### src/hdl/i2cmts_pkg.sv
// Package for the I2C master transaction sequencer.
// Holds the command and phase codes, the expected bus status codes and the result type.
// No dependencies.
package i2cmts_pkg;

  localparam int unsigned OpWidth    = 1;
  localparam int unsigned InDataBits = 48;
  localparam int unsigned OutDataBits = 24;
  localparam int unsigned CmdWidth   = 3;

  localparam logic [7:0] AddrMask = 8'hf0;

  // Bus engine status codes expected after each command
  localparam logic [7:0] StSlawAck   = 8'h18;
  localparam logic [7:0] StDataAck   = 8'h28;
  localparam logic [7:0] StRepStart  = 8'h10;
  localparam logic [7:0] StSlarAck   = 8'h40;
  localparam logic [7:0] StRdataAck  = 8'h50;
  localparam logic [7:0] StRdataNack = 8'h58;

  typedef enum logic [OpWidth-1:0] {
    OP_BEGIN    = 1'b0,
    OP_BUS_DONE = 1'b1
  } op_e;

  typedef enum logic [CmdWidth-1:0] {
    CMD_NONE      = 3'd0,
    CMD_START     = 3'd1,
    CMD_SEND      = 3'd2,
    CMD_READ_ACK  = 3'd3,
    CMD_READ_NACK = 3'd4,
    CMD_STOP      = 3'd5
  } cmd_e;

  typedef enum logic [3:0] {
    PH_IDLE  = 4'd0,
    PH_START = 4'd1,
    PH_SLAW  = 4'd2,
    PH_DATA  = 4'd3,
    PH_REP   = 4'd4,
    PH_SLAR  = 4'd5,
    PH_RACK  = 4'd6,
    PH_RNACK = 4'd7
  } phase_e;

  typedef struct packed {
    logic       failed;
    logic       finished;
    logic [7:0] read_data;
    logic       read_valid;
    logic [7:0] send_data;
    cmd_e       command;
  } res_t;

endpackage

### src/hdl/i2c_master_transaction_sequencer_unit.sv
// Top level of the I2C master transaction sequencer.
// Depends on i2cmts_pkg for codes and the result type.
//
//  channel  | dir | tdata                                       | tuser
//  s_axis   | in  | address, write_count, read_count,           | operation
//           |     | bus_status, rx_byte, tx_byte (48 bits)      |
//  m_axis   | out | send_data, read_valid, read_data, finished, | command
//           |     | failed, 5 zero bits (24 bits)               |
//
// One item in, one result out, one item per cycle sustained while m_axis is not stalled.
// Each item passes through an input register, then one state step into the result register.
// Both registers advance together when the result register is empty or being taken,
// so a stall on m_axis holds both stages and back-pressures s_axis after two items.
// Reset clears the phase, counters and both valid flags.
module i2c_master_transaction_sequencer_unit
  import i2cmts_pkg::*;
(
  input  logic                   clk_i,
  input  logic                   rst_ni,
  input  logic                   s_axis_tvalid_i,
  output logic                   s_axis_tready_o,
  // address, write_count, read_count, bus_status, rx_byte, tx_byte
  input  logic [InDataBits-1:0]  s_axis_tdata_i,
  // operation
  input  logic [OpWidth-1:0]     s_axis_tuser_i,
  output logic                   m_axis_tvalid_o,
  input  logic                   m_axis_tready_i,
  // send_data, read_valid, read_data, finished, failed, zero fill
  output logic [OutDataBits-1:0] m_axis_tdata_o,
  // command
  output logic [CmdWidth-1:0]    m_axis_tuser_o
);

  logic                  in_vld_q;
  logic [InDataBits-1:0] in_data_q;
  op_e                   in_op_q;
  logic                  out_vld_q;
  res_t                  res_q, res_d;

  phase_e     phase_q, phase_d;
  logic [7:0] writes_left_q, writes_left_d;
  logic [7:0] reads_left_q, reads_left_d;
  logic [7:0] slave_byte_q, slave_byte_d;
  logic       read_wanted_q, read_wanted_d;

  logic       advance;
  logic       step;
  logic [7:0] address, write_count, read_count, bus_status, rx_byte, tx_byte;

  assign advance         = !out_vld_q || m_axis_tready_i;
  assign step            = in_vld_q && advance;
  assign s_axis_tready_o = !in_vld_q || advance;

  assign address     = in_data_q[7:0];
  assign write_count = in_data_q[15:8];
  assign read_count  = in_data_q[23:16];
  assign bus_status  = in_data_q[31:24];
  assign rx_byte     = in_data_q[39:32];
  assign tx_byte     = in_data_q[47:40];

  always_comb begin
    res_d         = '0;
    res_d.command = CMD_NONE;
    phase_d       = phase_q;
    writes_left_d = writes_left_q;
    reads_left_d  = reads_left_q;
    slave_byte_d  = slave_byte_q;
    read_wanted_d = read_wanted_q;

    if (in_op_q == OP_BEGIN) begin
      // Drop any running transaction and start afresh
      slave_byte_d  = address;
      writes_left_d = write_count;
      reads_left_d  = read_count;
      read_wanted_d = (read_count != 8'd0);
      res_d.command = CMD_START;
      phase_d       = PH_START;
    end else begin
      unique case (phase_q)
        PH_START: begin
          res_d.command   = CMD_SEND;
          res_d.send_data = slave_byte_q & AddrMask;
          phase_d         = PH_SLAW;
        end
        PH_SLAW, PH_DATA: begin
          if ((phase_q == PH_SLAW && bus_status != StSlawAck) ||
              (phase_q == PH_DATA && bus_status != StDataAck)) begin
            res_d.command  = CMD_STOP;
            res_d.finished = 1'b1;
            res_d.failed   = 1'b1;
            phase_d        = PH_IDLE;
          end else if (writes_left_q != 8'd0) begin
            res_d.command   = CMD_SEND;
            res_d.send_data = tx_byte;
            writes_left_d   = writes_left_q - 8'd1;
            phase_d         = PH_DATA;
          end else if (read_wanted_q) begin
            res_d.command = CMD_START;
            phase_d       = PH_REP;
          end else begin
            res_d.command  = CMD_STOP;
            res_d.finished = 1'b1;
            phase_d        = PH_IDLE;
          end
        end
        PH_REP: begin
          if (bus_status != StRepStart) begin
            res_d.command  = CMD_STOP;
            res_d.finished = 1'b1;
            res_d.failed   = 1'b1;
            phase_d        = PH_IDLE;
          end else begin
            res_d.command   = CMD_SEND;
            res_d.send_data = (slave_byte_q & AddrMask) | 8'h01;
            phase_d         = PH_SLAR;
          end
        end
        PH_SLAR, PH_RACK: begin
          if (phase_q == PH_RACK) begin
            res_d.read_valid = 1'b1;
            res_d.read_data  = rx_byte;
          end
          if ((phase_q == PH_SLAR && bus_status != StSlarAck) ||
              (phase_q == PH_RACK && bus_status != StRdataAck)) begin
            res_d.command  = CMD_STOP;
            res_d.finished = 1'b1;
            res_d.failed   = 1'b1;
            phase_d        = PH_IDLE;
          end else if (reads_left_q > 8'd1) begin
            res_d.command = CMD_READ_ACK;
            reads_left_d  = reads_left_q - 8'd1;
            phase_d       = PH_RACK;
          end else begin
            res_d.command = CMD_READ_NACK;
            phase_d       = PH_RNACK;
          end
        end
        PH_RNACK: begin
          res_d.read_valid = 1'b1;
          res_d.read_data  = rx_byte;
          res_d.command    = CMD_STOP;
          res_d.finished   = 1'b1;
          res_d.failed     = (bus_status != StRdataNack);
          phase_d          = PH_IDLE;
        end
        default: begin
          // Bus done while idle: ignore
          phase_d = PH_IDLE;
        end
      endcase
    end
  end

  always_ff @(posedge clk_i or negedge rst_ni) begin
    if (!rst_ni) begin
      in_vld_q      <= 1'b0;
      out_vld_q     <= 1'b0;
      phase_q       <= PH_IDLE;
      writes_left_q <= '0;
      reads_left_q  <= '0;
      slave_byte_q  <= '0;
      read_wanted_q <= 1'b0;
    end else begin
      if (s_axis_tready_o) begin
        in_vld_q <= s_axis_tvalid_i;
      end
      if (advance) begin
        out_vld_q <= in_vld_q;
      end
      if (step) begin
        phase_q       <= phase_d;
        writes_left_q <= writes_left_d;
        reads_left_q  <= reads_left_d;
        slave_byte_q  <= slave_byte_d;
        read_wanted_q <= read_wanted_d;
      end
    end
  end

  // Payload registers: load on transfer only
  always_ff @(posedge clk_i) begin
    if (s_axis_tvalid_i && s_axis_tready_o) begin
      in_data_q <= s_axis_tdata_i;
      in_op_q   <= op_e'(s_axis_tuser_i);
    end
    if (step) begin
      res_q <= res_d;
    end
  end

  assign m_axis_tvalid_o = out_vld_q;
  assign m_axis_tuser_o  = res_q.command;
  assign m_axis_tdata_o  = {5'b0, res_q.failed, res_q.finished, res_q.read_data,
                            res_q.read_valid, res_q.send_data};

endmodule

### config.mk
export PLATFORM = sky130hd
export DESIGN_NAME = i2c_master_transaction_sequencer_unit
export DESIGN_NICKNAME = d
export VERILOG_FILES = /design/src/hdl/i2cmts_pkg.sv /design/src/hdl/i2c_master_transaction_sequencer_unit.sv
export SDC_FILE = /design/constraint.sdc
export NUM_CORES = 1
export LEC_CHECK = 0
export ABC_AREA = 1
export BUFFER_PORTS_ARGS = -buffer_cell sky130_fd_sc_hd__buf_2
export CORE_ASPECT_RATIO = 0.9
export CORE_MARGIN = 2
export CORE_UTILIZATION = 25
export CTS_CLUSTER_SIZE = 40
export DETAILED_ROUTE_END_ITERATION = 8
export SYNTH_ARGS = -nofsm -noshare
export SYNTH_HDL_FRONTEND = slang
export SYNTH_SLANG_ARGS = --single-unit
export TNS_END_PERCENT = 30
### constraint.sdc
create_clock -name clk_i -period 2.1 [get_ports clk_i]
set_input_delay 0.315 -clock clk_i [delete_from_list [all_inputs] [get_ports clk_i]]
set_output_delay 0.315 -clock clk_i [all_outputs]
set_load 0.05 [all_outputs]
* Word-level counts from Yosys, hierarchy flattened
Index checks and enable logic that the tools add are counted.
** Storage, ports and cells
- Flip-flop bits (word level) :: 102
- Input port bits :: 53
- Memories :: 0
- Logic and storage cells :: 93
- RAM bits :: 0
- Bits in read-only memories :: 0
- Latch bits :: 0
- Output and inout bits :: 29
** Operators by class
- Equality and inequality tests :: 19
- Add/subtract/negate cells :: 2
- Div/mod/pow operators :: 0
- $mul :: 0
- Shift operators :: 0
- Mux-type cells :: 36
- $lt $le $gt $ge :: 1
- Bitwise gates (word level) :: 1
- Reductions and logical operators :: 19
** Operators with widths (count)
- 2-to-1 mux 8 bit :: 11
- 2-to-1 mux 3 bit :: 8
- inequality test 8 x 7 -> 1 bit (second input constant) :: 3
- case mux 8 bit (3 select lines) :: 1
- case mux 9 bit (2 select lines) :: 1
- equality test 4 x 3 -> 1 bit (second input constant) :: 4
- 2-to-1 mux 4 bit :: 4
- inequality test 8 x 5 -> 1 bit (second input constant) :: 2
- case mux 4 bit (4 select lines) :: 1
- nonzero test 8 bit :: 2
- subtractor 8 x 1 -> 8 bit (second input constant) :: 2
- case mux 3 bit (5 select lines) :: 1
- 2-to-1 mux 9 bit :: 1
- equality test 4 x 2 -> 1 bit (second input constant) :: 2
- greater-than comparator 8 x 1 -> 1 bit (second input constant) :: 1
- inequality test 2 x 1 -> 1 bit (second input constant) :: 4
- inequality test 8 x 6 -> 1 bit (second input constant) :: 1
- case mux 2 bit (4 select lines) :: 1
- AND reduction 4 bit :: 2
- logical AND 1 bit :: 6
- 2-to-1 mux 1 bit :: 5
- equality test 4 x 1 -> 1 bit (second input constant) :: 1
- logical OR 1 bit :: 4
- 2-to-1 mux 2 bit :: 2
- 5 further kinds :: 8

* Depth between registers and ports, before layout
Gate-level depths: netlist of run 1.
- Word-level depth :: 6
- Mapped depth :: 11
- Mapped depth without buffers :: 11

* Worst setup path after synthesis of run 1
No wires, ideal clock.
- Path type :: register -> register
- From :: reg out_vld_q (netlist: m_axis_tvalid_o)
- To :: reg in_data_q[10] (enable)
- Library setup time :: 399 ps
- Clock period less this slack :: 2500 ps
- Path buffers :: 0
- Setup slack :: -400 ps
- Data arrival time :: 2101 ps
- Required time :: 1701 ps
- Cell stages (with the launch flop) :: 4
- Cells stage by stage :: dfrtp_1 > nand3_1 > nand2_1 > inv_1
** Between the ends
- Word-level cells in the longest chain between the ends :: 4
** Ends and longest elaborated chain
- start, declared :: RTL line i2c_master_transaction_sequencer_unit.sv:37 : logic out_vld_q;
- start signal, assigned :: RTL line i2c_master_transaction_sequencer_unit.sv:168 : out_vld_q <= in_vld_q;
- zero test 1 bit :: RTL line i2c_master_transaction_sequencer_unit.sv:50 : assign advance = !out_vld_q || m_axis_tready_i;
- logical OR 1 bit :: RTL line i2c_master_transaction_sequencer_unit.sv:50
- logical OR 1 bit :: RTL line i2c_master_transaction_sequencer_unit.sv:52 : assign s_axis_tready_o = !in_vld_q || advance;
- net s_axis_tready_o :: RTL line i2c_master_transaction_sequencer_unit.sv:21 : output logic s_axis_tready_o,
- logical AND 1 bit :: RTL line i2c_master_transaction_sequencer_unit.sv:182 : if (s_axis_tvalid_i && s_axis_tready_o) begin
- end signal, assigned :: RTL line i2c_master_transaction_sequencer_unit.sv:183 : in_data_q <= s_axis_tdata_i;
- end, declared :: RTL line i2c_master_transaction_sequencer_unit.sv:35 : logic [InDataBits-1:0] in_data_q;
The timed path passes the listed nets, and every way through them passes these cells.
A chain may end at the register's enable or synchronous reset.

* Worst setup path in the final report of run 1
- From :: reg reads_left_q[0]
- To :: reg reads_left_q[7]
** Between the ends
- Word-level cells in the longest chain between the ends :: 5
- Elaborated cells between the ends (all ways) :: 8
- Those cells by class :: add/sub: 1; order compare: 1; eq/ne: 1; mux: 4; reduce/logical: 1
** Ends and longest elaborated chain
- start, declared :: RTL line i2c_master_transaction_sequencer_unit.sv:42 : logic [7:0] reads_left_q, reads_left_d;
- start signal, assigned :: RTL line i2c_master_transaction_sequencer_unit.sv:173 : reads_left_q <= reads_left_d;
- subtractor 8 x 1 -> 8 bit :: RTL line i2c_master_transaction_sequencer_unit.sv:131 : reads_left_d = reads_left_q - 8'd1;
- 2-to-1 mux 8 bit :: RTL line i2c_master_transaction_sequencer_unit.sv:129 : end else if (reads_left_q > 8'd1) begin
- 2-to-1 mux 8 bit :: RTL line i2c_master_transaction_sequencer_unit.sv:123 : if ((phase_q == PH_SLAR && bus_status != StSlarAck) ||
- 2-to-1 mux 8 bit :: RTL line i2c_master_transaction_sequencer_unit.sv:79 : unique case (phase_q)
- 2-to-1 mux 8 bit :: RTL line i2c_master_transaction_sequencer_unit.sv:70 : if (in_op_q == OP_BEGIN) begin
Several ways; a longest one is shown, not always the timed one. The select of a mux whose other input is x is not followed.

==> out/results.ini, run 1 <==
[drt]
vias=3082
detail_route.vias_per_cell=4.19
postRouteWirelength_um=8930
first_pass_iters=4
post_drt_wl_per_cell_um=12.1
drt_first_iter_violations=228
antenna_left=0
drcViolationCount=0

[global_routing]
grt.overflow.total=0
grt_usage_pct=10.7
grt.met2_usage_pct=17.5
grt_max_degree=27
gr-usage-met3_pct=4.11
grt_first_pass_wirelength_um=14800
grt_busiest_layer=met2
antenna_found_initial=0
grt_pass1_vias=2946
gr-usage-met1_pct=13.6

[power_and_ir_drop]
combPwrFrac_pct=30.8
p_int_mw=3.89
p_sw_mw=2.24
seq_power_share_pct=42.4
p_per_area_nw_per_um2=1170
ir_drop_v=0.000448
swShare_pct=36.6
p_leak_nw=2.36
clkPwrFrac_pct=26.9
p_total_mw=6.13

[sta]
period_needed_ns=1.75
timing.final.crit_share_pct=83.1
skew_ns=0.00935
rsz0062_at_grt=false
max_freq_mhz=573
relSlewSlack_pct=56.3
hold_viol_final=16
whs_ns=-0.0132
slew_violations=0
setup_violations=0
tns_ns=0
worst_slew_pin_slew_ns=0.655

[critical_path]
critPathKind=reg2reg
required_ns=2.38
worst-path-max-fanout=16
worstPathArrival_ns=2.02
crit_path_start_kind=flop
end_kind=flop

[synth]
synth.largest_area_cell=edfxtp_1
ys_seq_elements=93
syn_inst=438
ys_seq_area_share_pct=62.4
synth_top_area_share_pct=47.2
synth-warning-count=0
synth_most_common_cell=nand2_1
avgSynthCellArea_um2=9.74
synth_top_flop_cell=edfxtp_1
netlist_top_cells_area=edfxtp_1, dfrtp_1, nand2_1
syn-cell-area_um2=4260
synthArstFlopShare_pct=28.0
ys_types=34
synth_edf_count=67
synthTopCellsByCount=nand2_1, edfxtp_1, inv_1

[floorplan]
core-area_um2=16800
num_rows=45
dieArea_um2=18100
die-width_um=142
io_pins=82
die_h_um=128
start_util_pct=25.4

[clocking]
clk_latency_ns=0.35
htree_num_levels=3
clockBufferDepth=2
cts_tree=built
cts.repair.resized=0
clk_root_buffer_cell=clkbuf_16
cts-buffers-inserted=9
hold_buffers=0
cts.sinks=93
post_cts_buffers=0
clk_pin_slew_ns=0.06

[finish]
area_growth_pct=22.4
nNetsFinal=575
drive_above_1_share_pct=23.5
n_fill_cell=1746
antenna-diode-count=0

[status]
violations=negative hold slack
outcome=complete, but fails checks

[min_path]
hold_class=in2async

[placed_design]
dp_hpwl_um=6430
port-buffer-count=72
routabilityCongestion=0.858

[flow_run]
max-cap-violations=0

power by group through the flow:
| stage | Clock [mW] | Combinational (mW) | Sequential, mW |
|---|---|---|---|
| 5_1_grt | 1.79 | 2.16 | 2.65 |
| 3_5_place_dp | 0 | 1.89 | 2.64 |
| 3_3_place_gp | 0 | 1.87 | 2.63 |
| 4_1_cts | 1.70 | 1.90 | 2.60 |
| 6_report | 1.65 | 1.88 | 2.60 |
| 2_1_floorplan | 0 | 1.23 | 2.82 |
registers in the layout, indices dropped and copies added (netlist names):
name and cells:
in_vld_q 1, m_axis_tvalid_o 1, slave_byte_q 4, reads_left_q 8, m_axis_tdata_o 19, writes_left_q 8, in_op_q 1, in_data_q 44
read_wanted_q 1, phase_q 3, m_axis_tuser_o 3
kinds of logic after synthesis:
kind of cell / count (synthesis) / share of synthesized area, %
fa+ha+maj: 3 / 0.880
flops: 93 / 62.4
compound gates: 37 / 5.37
simple gates: 229 / 23.6
mux: 1 / 0.235
other cells: 1 / 0.0879
buf+inv: 72 / 7.01
xor+xnor: 2 / 0.411
final timing paths:
check	depth (start not counted)	endpoint	startpoint	slack [ns]
setup / recovery	10	reads_left_q[7]$_DFFE_PN0P_	reads_left_q[0]$_DFFE_PN0P_	0.35
hold / removal	1	in_vld_q$_DFFE_PN0N_	rst_ni	-0.01
setup reg to reg	10	reads_left_q[7]$_DFFE_PN0P_	reads_left_q[0]$_DFFE_PN0P_	0.35
hold reg to reg	2	slave_byte_q[4]$_DFFE_PN0P_	in_data_q[4]$_DFFE_PP_	0.44
max in group asynchronous	1	m_axis_tvalid_o$_DFFE_PN0P_	rst_ni	1.66
min in group clk_i	1	in_data_q[47]$_DFFE_PP_	s_axis_tdata_i[47]	0.13
layout by cell type (no fill, tap or decap), drive strengths merged, types with 3 or more instances in the layout:
cell    count
nand2     130
buf        77
edfxtp     67
inv        60
nor2       51
nand3      38
dfrtp      26
o21ai      21
clkbuf     12
a21oi       9
nand4       5
conb        5
a31oi       3
ha          3
final cells by class:
cell class / count / area, um2 / share of cell area [%]
clock buffer: 12 / 236 / 4.53
clock inverter: 4 / 57.6 / 1.10
inverter: 61 / 233 / 4.46
multi-input combinational: 277 / 1330 / 25.5
sequential: 93 / 2660 / 51.0
tap: 211 / 264 / 5.06
timing repair buffer: 77 / 435 / 8.34
routing by layer:
| layer | routed length [um] | up-vias | part of all wire, % |
|---|---|---|---|
| met1 | 4250 | 1400 | 48 |
| met5 | 0 | - | 0 |
| met2 | 4000 | 90 | 45 |
| met3 | 567 | 9 | 6.3 |
| met4 | 110 | 0 | 1.2 |
| li1 | - | 1583 | - |
worst max-delay path, stage by stage (launching register included):
cell and delay [ns]:
dfrtp_1 0.41, inv_1 0.11, ha_1 0.19, o21ai_1 0.10, nor2_1 0.22, nand2_1 0.08
nand2_1 0.07, clkinv_1 0.09, nand3_4 0.23, nand2_1 0.10, o21ai_2 0.06
stage by stage:
| stage | utilization [%] | instances | setup WS, ns | hold WS (ns) | cell area (um2) |
|---|---|---|---|---|---|
| 2_1_floorplan | - | 442 | -0.0103 | 0.0194 | 4300 |
| 3_3_place_gp | 29.4 | 719 | 0.372 | 0.385 | 4930 |
| 3_5_place_dp | 29.4 | 719 | 0.351 | 0.384 | 4930 |
| 4_1_cts | 31.1 | 735 | 0.332 | 0.00692 | 5220 |
| 5_1_grt | 31.1 | 735 | 0.138 | 0.0202 | 5220 |
| 6_report | 31.1 | 735 | 0.355 | -0.0132 | 5220 |
Note: power is estimated with default switching activity, not from simulation.
==> inputs of run 2 (changes only) <==
==> constraint.sdc (replaced) <==
create_clock -name clk_i -period 1.6 [get_ports clk_i]
set_input_delay 0.24 -clock clk_i [delete_from_list [all_inputs] [get_ports clk_i]]
set_output_delay 0.24 -clock clk_i [all_outputs]
set_load 0.05 [all_outputs]
==> run 2 against run 1 <==
Against the previous run:
- the run now ends clean
- largest cell class unchanged
- combinational power is 82% higher
- cell area grew 11%
- non-clock buffer count increased by 40
- global-route usage is 0.12 points higher
- cell count up 5.6%
- highest routed layer unchanged
- utilization is 3.5 points higher
- first-iteration DRC count is 8.3% lower
==> out/results.ini, run 2 (synthesis results as in run 1) <==
[power_and_ir_drop]
p_per_area_nw_per_um2=1550  ; +32%
ir_drop_v=0.000699  ; +56%
p_leak_nw=2.60  ; +10%

[finish]
final_common_cell=nand2_1
drive_above_1_share_pct=37.3  ; +14 points
nNetsFinal=616  ; +7.1%
layout_common_cells=nand2_1, buf_2, edfxtp_1, inv_1, nor2_1
n_fill_cell=1684  ; -3.6%
stdcell_count=776  ; +5.6%
area_growth_pct=36.0
antenna-diode-count=0  ; unchanged
max_flop_register=in_data_q
largest_reg_flops=44  ; unchanged

[critical_path]
critPathKind=reg2reg
required_ns=1.83  ; -0.55 ns
crit_family=simple AND/OR/NAND/NOR gates
reg2reg_from=in_data_q[27]$_DFFE_PP_
cp_slowest_stage_delay_ns=0.40  ; about the same
cp_slowest_cell=edfxtp_1
crit_chain=inv_1 -> nand2_2 -> nor2_4 -> buf_6 -> nand2_1 -> nand2_2 -> nand2_4 -> nand2_4 -> nand3_4 -> nand2_2 -> o21ai_2
worstPathArrival_ns=1.81  ; -0.21 ns
critPathBufInv=2  ; unchanged
end_kind=flop
worst-path-max-fanout=8  ; -8
startpoint=in_data_q[27]$_DFFE_PP_
crit_path_frequent_cell=nand2_2
crit_path_start_kind=flop

[sta]
setup_violations=0  ; unchanged
fin_ws_ns=0.0198  ; -0.335 ns
skew_ns=0.0131  ; +0.00379 ns
timing.final.crit_share_pct=98.8  ; +16 points
max_freq_mhz=633  ; +10%
slew_violations=0  ; unchanged
rsz0062_at_grt=true
tns_ns=0  ; unchanged
period_needed_ns=1.58  ; -0.165 ns
hold_viol_final=0  ; -16

[status]
outcome=completed

[clocking]
clk_root_buffer_cell=clkbuf_16
clk_latency_ns=0.34  ; about the same
cts_tree=built
clk_pin_slew_ns=0.07  ; about the same
cts.sinks=93  ; unchanged
htree_num_levels=3  ; unchanged
clockBufferDepth=2  ; unchanged
cts-buffers-inserted=9  ; unchanged

[global_routing]
antenna_found_initial=0  ; unchanged
grt.overflow.total=0  ; unchanged
grt_first_pass_wirelength_um=15300  ; +3.7%
grt_pass1_vias=3109  ; +5.5%
grt_max_degree=33  ; +22%
grt_usage_pct=10.8  ; +0.12 points

[placed_design]
placedCellCount=748  ; +4.0%
dp_hpwl_um=6710  ; +4.4%
routabilityCongestion=0.831  ; -3.1%
pre_cts_ws_ns=-0.0652  ; -0.416 ns
port-buffer-count=72  ; unchanged

[drt]
vias=3272  ; +6.2%
detail_route.vias_per_cell=4.22  ; +0.56%
post_drt_wl_per_cell_um=12.2  ; +0.36%
drt_first_iter_violations=209  ; -8.3%
antenna_left=0  ; unchanged
postRouteWirelength_um=9460  ; +6.0%
drcViolationCount=0  ; unchanged
first_pass_iters=4  ; unchanged

[floorplan]
io_pins=82  ; unchanged
die-width_um=142  ; unchanged
start_util_pct=25.4  ; unchanged
die_h_um=128  ; unchanged
num_rows=45  ; unchanged
core-area_um2=16800  ; unchanged
dieArea_um2=18100  ; unchanged

[min_path]
hold_class=in2reg
hp-start=s_axis_tdata_i[30]

[flow_run]
max-cap-violations=0  ; unchanged

run 2: layer usage:
layer  GRT usage (%)  up-vias  wire [um]
met3            3.14        8        535
met2            16.6       91       4150
met1            15.1     1506       4690
met4            2.59        0         85
met5               0        -          0
li1                -     1667          -
run 2: worst register-to-register path, stage by stage (launching register included):
cell and delay, ns:
edfxtp_1 0.40, inv_1 0.09, nand2_2 0.07, nor2_4 0.12, buf_6 0.11, nand2_1 0.06
nand2_2 0.10, nand2_4 0.07, nand2_4 0.11, nand3_4 0.16, nand2_2 0.12, o21ai_2 0.05
run 2: area by class of cell:
class | instances | area [um2] | share of cell area [%]
Clock buffer | 10 | 229 | 3.95
Clock inverter | 6 | 75.1 | 1.29
Inverter | 61 | 238 | 4.10
Multi-Input combinational cell | 278 | 1560 | 26.9
Sequential cell | 93 | 2670 | 46.0
Tap cell | 211 | 264 | 4.55
Timing Repair Buffer | 117 | 766 | 13.2
run 2: worst paths after layout:
check | end | slack (ns) | cells past startpoint
max in group asynchronous | phase_q[0]$_DFFE_PN0P_ | 0.71 | 3
min in group asynchronous | reads_left_q[7]$_DFFE_PN0P_ | 0.32 | 2
setup reg to reg | reads_left_q[3]$_DFFE_PN0P_ | 0.02 | 11
hold / removal | in_data_q[30]$_DFFE_PP_ | 0.07 | 1
hold reg to reg | slave_byte_q[7]$_DFFE_PN0P_ | 0.45 | 2
setup / recovery | reads_left_q[3]$_DFFE_PN0P_ | 0.02 | 11
run 2: per-stage QoR:
step	hold slack, ns	utilization [%]	power (mW)	instance area (um2)
2_1_floorplan	-0.0556	-	5.32	4310
3_3_place_gp	0.157	30.8	6.29	5160
3_5_place_dp	0.150	30.8	6.33	5160
4_1_cts	0.0525	32.9	8.61	5520
5_1_grt	0.0516	34.6	9.61	5800
6_report	0.0655	34.6	8.98	5800
run 2: power breakdown:
group          internal, mW  switching (mW)
Clock                  1.24           0.948
Combinational          1.35            2.07
Sequential             3.08           0.288
run 2: timing repair:
action	4_1_cts	5_1_grt
hold endpoints to repair	10	0
setup buffers	0	10
gates resized for setup	10	61
setup endpoints to repair	25	31
pin swaps	2	20
gates cloned	1	0
hold buffers	1	0
